--- src/sdt_pkg.sv ---
// Shared types and constants of the squared distance transform block.
package sdt_pkg;

    localparam int DIST_W = 30;
    localparam int CFG_W  = 9;

    localparam logic [DIST_W-1:0] NO_OBSTACLE_DIST = 30'd1000000000;

    localparam logic [1:0] CMD_WRITE = 2'd0;
    localparam logic [1:0] CMD_RUN   = 2'd1;
    localparam logic [1:0] CMD_READ  = 2'd2;

    localparam logic CFG_MAP_WIDTH  = 1'b0;
    localparam logic CFG_MAP_HEIGHT = 1'b1;

    localparam logic [CFG_W-1:0] MAP_SIZE_RESET = 9'd256;

    typedef struct packed {
        logic [1:0]  cmd;
        logic [15:0] cell_index;
        logic        blocked;
    } t_in;

    typedef struct packed {
        logic [DIST_W-1:0] sq_dist;
        logic              no_obstacle;
        logic              read_valid;
    } t_out;

    typedef struct packed {
        logic host_wr;
        logic host_rd;
        logic cap;
        logic run_start;
        logic line_init;
        logic ld_rd;
        logic ld_wr;
        logic bld_init;
        logic bq_rd;
        logic bk_rd;
        logic b_calc;
        logic b_mul;
        logic b_pop;
        logic b_push;
        logic s_init;
        logic s_rdb;
        logic s_chk;
        logic s_adv;
        logic s_rdv;
        logic s_out;
        logic next_line;
        logic next_pass;
    } t_dp_cmd;

    typedef struct packed {
        logic q_last;
        logic n_one;
        logic line_last;
        logic pass_row;
        logic k_lt_top;
        logic pop_ok;
        logic adv_ok;
    } t_dp_stat;

endpackage

--- src/sdt_ctrl.sv ---
// Controller state machine of the distance transform: handshakes and run sequencing.
module sdt_ctrl (
    input  logic              i_clk,
    input  logic              i_rst_n,
    input  logic              i_in_valid,
    output logic              o_in_ready,
    input  logic [1:0]        i_cmd_code,
    output logic              o_out_valid,
    input  logic              i_out_ready,
    input  sdt_pkg::t_dp_stat i_stat,
    output sdt_pkg::t_dp_cmd  o_cmd
);

    typedef enum logic [17:0] {
        ST_IDLE       = 18'h00001,
        ST_LINE_START = 18'h00002,
        ST_LD_RD      = 18'h00004,
        ST_LD_WR      = 18'h00008,
        ST_B_INIT     = 18'h00010,
        ST_B_RDQ      = 18'h00020,
        ST_B_RDK      = 18'h00040,
        ST_B_CALC     = 18'h00080,
        ST_B_MUL      = 18'h00100,
        ST_B_CMP      = 18'h00200,
        ST_S_INIT     = 18'h00400,
        ST_S_RDB      = 18'h00800,
        ST_S_CHK      = 18'h01000,
        ST_S_CMP      = 18'h02000,
        ST_S_RDV      = 18'h04000,
        ST_S_OUT      = 18'h08000,
        ST_LINE_END   = 18'h10000,
        ST_DONE       = 18'h20000
    } t_state;

    t_state r_state, n_state;
    logic   r_out_valid, n_out_valid;
    logic   accept;

    assign o_in_ready  = (r_state == ST_IDLE) && (!r_out_valid || i_out_ready);
    assign accept      = i_in_valid && o_in_ready;
    assign o_out_valid = r_out_valid;

    always_comb begin
        n_state = r_state;
        o_cmd   = '0;
        case (r_state)
            ST_IDLE: begin
                o_cmd.cap       = accept;
                o_cmd.host_wr   = accept && (i_cmd_code == sdt_pkg::CMD_WRITE);
                o_cmd.host_rd   = accept && (i_cmd_code == sdt_pkg::CMD_READ);
                o_cmd.run_start = accept && (i_cmd_code == sdt_pkg::CMD_RUN);
                if (o_cmd.run_start) n_state = ST_LINE_START;
            end
            ST_LINE_START: begin
                o_cmd.line_init = 1'b1;
                n_state = ST_LD_RD;
            end
            ST_LD_RD: begin
                o_cmd.ld_rd = 1'b1;
                n_state = ST_LD_WR;
            end
            ST_LD_WR: begin
                o_cmd.ld_wr = 1'b1;
                n_state = i_stat.q_last ? ST_B_INIT : ST_LD_RD;
            end
            ST_B_INIT: begin
                o_cmd.bld_init = 1'b1;
                n_state = i_stat.n_one ? ST_S_INIT : ST_B_RDQ;
            end
            ST_B_RDQ: begin
                o_cmd.bq_rd = 1'b1;
                n_state = ST_B_RDK;
            end
            ST_B_RDK: begin
                o_cmd.bk_rd = 1'b1;
                n_state = ST_B_CALC;
            end
            ST_B_CALC: begin
                o_cmd.b_calc = 1'b1;
                n_state = ST_B_MUL;
            end
            ST_B_MUL: begin
                o_cmd.b_mul = 1'b1;
                n_state = ST_B_CMP;
            end
            ST_B_CMP: begin
                if (i_stat.pop_ok) begin
                    o_cmd.b_pop = 1'b1;
                    n_state = ST_B_RDK;
                end else begin
                    o_cmd.b_push = 1'b1;
                    n_state = i_stat.q_last ? ST_S_INIT : ST_B_RDQ;
                end
            end
            ST_S_INIT: begin
                o_cmd.s_init = 1'b1;
                n_state = ST_S_RDB;
            end
            ST_S_RDB: begin
                o_cmd.s_rdb = 1'b1;
                n_state = i_stat.k_lt_top ? ST_S_CHK : ST_S_OUT;
            end
            ST_S_CHK: begin
                o_cmd.s_chk = 1'b1;
                n_state = ST_S_CMP;
            end
            ST_S_CMP: begin
                if (i_stat.adv_ok) begin
                    o_cmd.s_adv = 1'b1;
                    n_state = ST_S_RDB;
                end else begin
                    n_state = ST_S_RDV;
                end
            end
            ST_S_RDV: begin
                o_cmd.s_rdv = 1'b1;
                n_state = ST_S_OUT;
            end
            ST_S_OUT: begin
                o_cmd.s_out = 1'b1;
                n_state = i_stat.q_last ? ST_LINE_END : ST_S_RDB;
            end
            ST_LINE_END: begin
                if (!i_stat.line_last) begin
                    o_cmd.next_line = 1'b1;
                    n_state = ST_LINE_START;
                end else if (!i_stat.pass_row) begin
                    o_cmd.next_pass = 1'b1;
                    n_state = ST_LINE_START;
                end else begin
                    n_state = ST_DONE;
                end
            end
            ST_DONE: begin
                n_state = ST_IDLE;
            end
            default: begin
                n_state = ST_IDLE;
            end
        endcase
    end

    always_comb begin
        n_out_valid = r_out_valid;
        if (r_out_valid && i_out_ready) n_out_valid = 1'b0;
        if (accept && (i_cmd_code != sdt_pkg::CMD_RUN)) n_out_valid = 1'b1;
        if (r_state == ST_DONE) n_out_valid = 1'b1;
    end

    always_ff @(posedge i_clk) begin
        if (!i_rst_n) begin
            r_state     <= ST_IDLE;
            r_out_valid <= 1'b0;
        end else begin
            r_state     <= n_state;
            r_out_valid <= n_out_valid;
        end
    end

`ifndef SYNTHESIS
    a_onehot: assert property (@(posedge i_clk) disable iff (!i_rst_n) $onehot(r_state))
        else $error("controller state is not one-hot");
    a_run_start: assert property (@(posedge i_clk) disable iff (!i_rst_n)
        (accept && (i_cmd_code == sdt_pkg::CMD_RUN)) |=> (r_state == ST_LINE_START))
        else $error("accepted run did not start a line");
    a_busy_empty: assert property (@(posedge i_clk) disable iff (!i_rst_n)
        (r_state != ST_IDLE) |-> !r_out_valid)
        else $error("result pending while a run is in progress");
    a_done_result: assert property (@(posedge i_clk) disable iff (!i_rst_n)
        (r_state == ST_DONE) |=> (r_out_valid && (r_state == ST_IDLE)))
        else $error("run finished without a result");
`endif

endmodule

--- config.mk ---
export PLATFORM = sky130hd
export DESIGN_NAME = sdt_ctrl
export DESIGN_NICKNAME = d
export VERILOG_FILES = /design/src/sdt_pkg.sv /design/src/sdt_ctrl.sv
export SDC_FILE = /design/constraint.sdc
export NUM_CORES = 1
export LEC_CHECK = 0
export ABC_AREA = 1
export BUFFER_PORTS_ARGS = -buffer_cell sky130_fd_sc_hd__buf_2
export CORE_MARGIN = 1
export CORE_UTILIZATION = 52
export DETAILED_ROUTE_END_ITERATION = 6
export PLACE_DENSITY_LB_ADDON = 0.05
export SLEW_MARGIN = 40
export SYNTH_ARGS = -nofsm -noshare
export SYNTH_HDL_FRONTEND = slang
export SYNTH_SLANG_ARGS = --single-unit
export TNS_END_PERCENT = 5
--- constraint.sdc ---
create_clock -name i_clk -period 1.9 [get_ports i_clk]
set_clock_uncertainty 0.1 [all_clocks]
set_input_delay 0.095 -clock i_clk [delete_from_list [all_inputs] [get_ports i_clk]]
set_output_delay 0.095 -clock i_clk [all_outputs]
set_load 0.005 [all_outputs]
==> key figures <==
Status
  • Status: complete, but fails checks
  • Failing checks: setup timing

Clock tree
  • CTS tree: built
  • CTS buffer count: 3
  • CTS clk-pin slew, worst paths: 0.11 ns
  • Clock sink count: 19
  • CTS root buf: clkbuf_4
  • Max Root-Sink Buffers: 2
  • Clk Latency, worst-skew pair: 0.30 ns
  • CTS H-tree lvls: 1

Place
  • Dpl hpwl: 2.37 mm
  • GPL Wtd Cong: 0.826
  • Port Buffer Count: 36

Job
  • MaxCap Viol Count: 0

Route
  • Iter 0 DRT Violations: 13
  • Via density: between 4 and 5
  • Drt wl/cell: ~11 µm
  • Drt total wl: 3.30 mm
  • Via count: about 1400
  • Final ANT Viol Nets: 0
  • # DRC: 0
  • Drt pass-1 iters: 4

Worst setup path
  • Slowest cell on crit path: dfxtp_1
  • CP Data Required Time: 1.70 ns
  • Cells on worst reg2reg path: 10
  • Crit. End Element: output port
  • Worst flop-to-flop path endpoint: r_state[1]$_SDFFE_PN0P_
  • CP bufs+invs: 2
  • Worst setup path endpoint: o_cmd[20]
  • CP delay by family, top: simple AND/OR/NAND/NOR gates
  • CP Depth: 9
  • CP max stage delay: 0.39 ns
  • Cell Chain, Critical Path: nor2_4 -> nand2_4 -> nor2_8 -> nand3_2 -> nor3_4 -> inv_2 -> or2_1 -> nor2_1 -> buf_2
  • Worst r2r src: r_state[1]$_SDFFE_PN0P_
  • CP Launch Type: flip-flop
  • Arrival time at the worst endpoint: between 1.5 and 2 ns
  • Peak fanout along the critical path: 5
  • FF-to-FF setup slack: 0.05 ns
  • Worst setup path startpoint: r_state[12]$_SDFFE_PN0P_
  • Crit Path Category: flip-flop to output port

Floorplanning
  • DIE AREA: between 2000 and 3000 µm²
  • Die Y: 54.4 µm
  • # IOs: 37
  • Chip width: around 54 µm
  • Rows: 18
  • Core area: 2540 µm²
  • Starting Density: 0.560

Yosys
  • Syn Nets: 227
  • Post-Synth Adder-Cell Area: 0
  • Top post-synthesis cells by area: dfxtp_1 27%, nor2_4 12%, inv_1 12%
  • Sequential area share after synthesis: 0.267
  • Multiplexer area fraction after synthesis: 0
  • Post-Syn Area: 1430 µm²
  • Simple-gate share of the synthesized area: 0.528
  • Yosys reg bits: 19
  • Commonest cells in the synthesized netlist: 44 x inv_1, 42 x nor2_1, 30 x nand2_1, 19 x dfxtp_1, 17 x nand3_1
  • Synth unique cells: 29
  • Synth Area in Compound Gates: 0.0544
  • Mapped Avg Cell Area: 6.67 µm²
  • Share of the synthesized area in the top cell type: 0.267
  • Yosys warning total: 0
  • Cell count after synthesis: 214
  • Synth Flop Type: dfxtp_1
  • Largest family of logic cells by synthesized area: simple AND/OR/NAND/NOR gates
  • Most frequent cell after synthesis: inv_1
  • Post-synth EDFFs: 0
  • Post-synthesis async set-or-reset flop share: 0
  • Synth area leader: dfxtp_1
  • XOR/XNOR Fraction of Synth Area: 0

Timing
  • F_max: 500 MHz
  • PnR worst setup slack: -0.0984 ns
  • Slew @ Worst Pin: 0.651 ns
  • Hold slack: 0.0174 ns
  • Hold Fails Final Rpt: 0
  • Min cycle time layout: approximately 2 ns
  • Final setup fails: 2
  • RSZ-0062 raised after global routing: true
  • Slew HR: 0.562
  • Max Transition Viols Final: 0
  • Period utilisation layout: 1.05

Final layout
  • Area Overhead vs Synth: 27.9%
  • # diodes: 0
  • Share of layout cells above drive strength 1: 0.370
  • Final nets: 279

Power and ir drop
  • Total power: 1.30 mW
  • Lkg Pwr: about 0.97 nW
  • Peak VDD IR: 0.000737 V
  • PwrDens: 712 nW/µm²

Global route
  • Overall Global Routing Usage: 0.243
  • Largest net degree at the start of global routing: 18
  • First-pass GRT wire length: 5.06 mm
  • Grt total ovfl: 0
  • Vias in the first global route: between 1000 and 1500
  • Initial antenna violation count: 0

Hold path
  • Hold Crit Class: input port to flip-flop
## routing by layer
layer,GRT usage,part of all wire,up-vias
met5,0,0,-
li1,-,-,748
met4,0.111,0.022,0
met2,0.437,0.49,42
met1,0.281,0.44,648
met3,0.0306,0.044,7
## how the worst min path moves through the flow
stage | from | end | slack, ns | cells past startpoint
global route | i_cmd_code[0] | o_out_valid$_SDFFE_PN0P_ | 0.03 | 4
global placement | i_rst_n | r_state[0]$_SDFFE_PN1P_ | 0.24 | 2
detailed placement | i_rst_n | r_state[0]$_SDFFE_PN1P_ | 0.24 | 2
floorplan | i_rst_n | r_state[0]$_SDFFE_PN1P_ | 0.08 | 1
finish | i_cmd_code[0] | o_out_valid$_SDFFE_PN0P_ | 0.02 | 4
CTS | i_cmd_code[0] | o_out_valid$_SDFFE_PN0P_ | 0.007 | 4
## state kept, by name, summed over array words and instances (netlist names)
name and flops:
r_state 18, o_out_valid 1
## worst register-to-register path, delay by kind of cell (launching register included)
| family | cells | cell delay (ns) |
|---|---|---|
| flip-flops | 1 | 0.44 |
| buffers and inverters | 1 | 0.16 |
| AO/OA/AOI/OAI | 1 | 0.08 |
| AND/OR/NAND/NOR | 8 | 0.97 |
## where the power goes
part           internal [mW]  switching, mW
logic                  0.244          0.395
registers              0.422         0.0232
clock network         0.0820          0.133
total                  0.748          0.551
## metrics by stage
stage	utilization	TNS (ns)	setup WS [ns]	instance area (µm²)	std cells
after detailed placement	0.640	0	0.00906	1630	280
after CTS	0.710	-0.233	-0.105	1810	295
after global placement	0.640	0	0.0115	1630	280
after global routing	0.717	-2.15	-0.270	1820	295
after floorplan	-	0	0.295	1430	214
final	0.717	-0.191	-0.0984	1820	295
## cell usage in the layout, fill, tap and decap left out, drive strengths merged, types with 3 or more instances in the layout
master	count
buf	43
clkbuf	4
dfxtp	19
dlygate4sd3	6
inv	49
nand2	38
nand3	21
nand4	3
nor2	64
nor3	3
o21ai	7
## area by class of cell
| cell class | instances | area, µm² |
|---|---|---|
| Multi-Input combinational cell | 144 | 898 |
| Fill cell | 236 | 721 |
| Sequential cell | 19 | 385 |
| Timing Repair Buffer | 49 | 293 |
| Inverter | 49 | 184 |
| Tap cell | 30 | 37.5 |
| Clock buffer | 4 | 26.3 |
## cell families after synthesis
kind of cell / Yosys count
buffers and inverters: 51
AOI/OAI and AO/OA: 13
and+or+nand+nor: 131
DFF: 19
## timing repair
action                     CTS  global route
hold buffers                 6             0
setup endpoints to repair   18            27
pin swaps                    5             2
gates resized for setup     15             4
hold endpoints to repair     6             0
cloned                       0             0
setup buffers                5             0
Note: power is estimated with default switching activity, not from simulation.
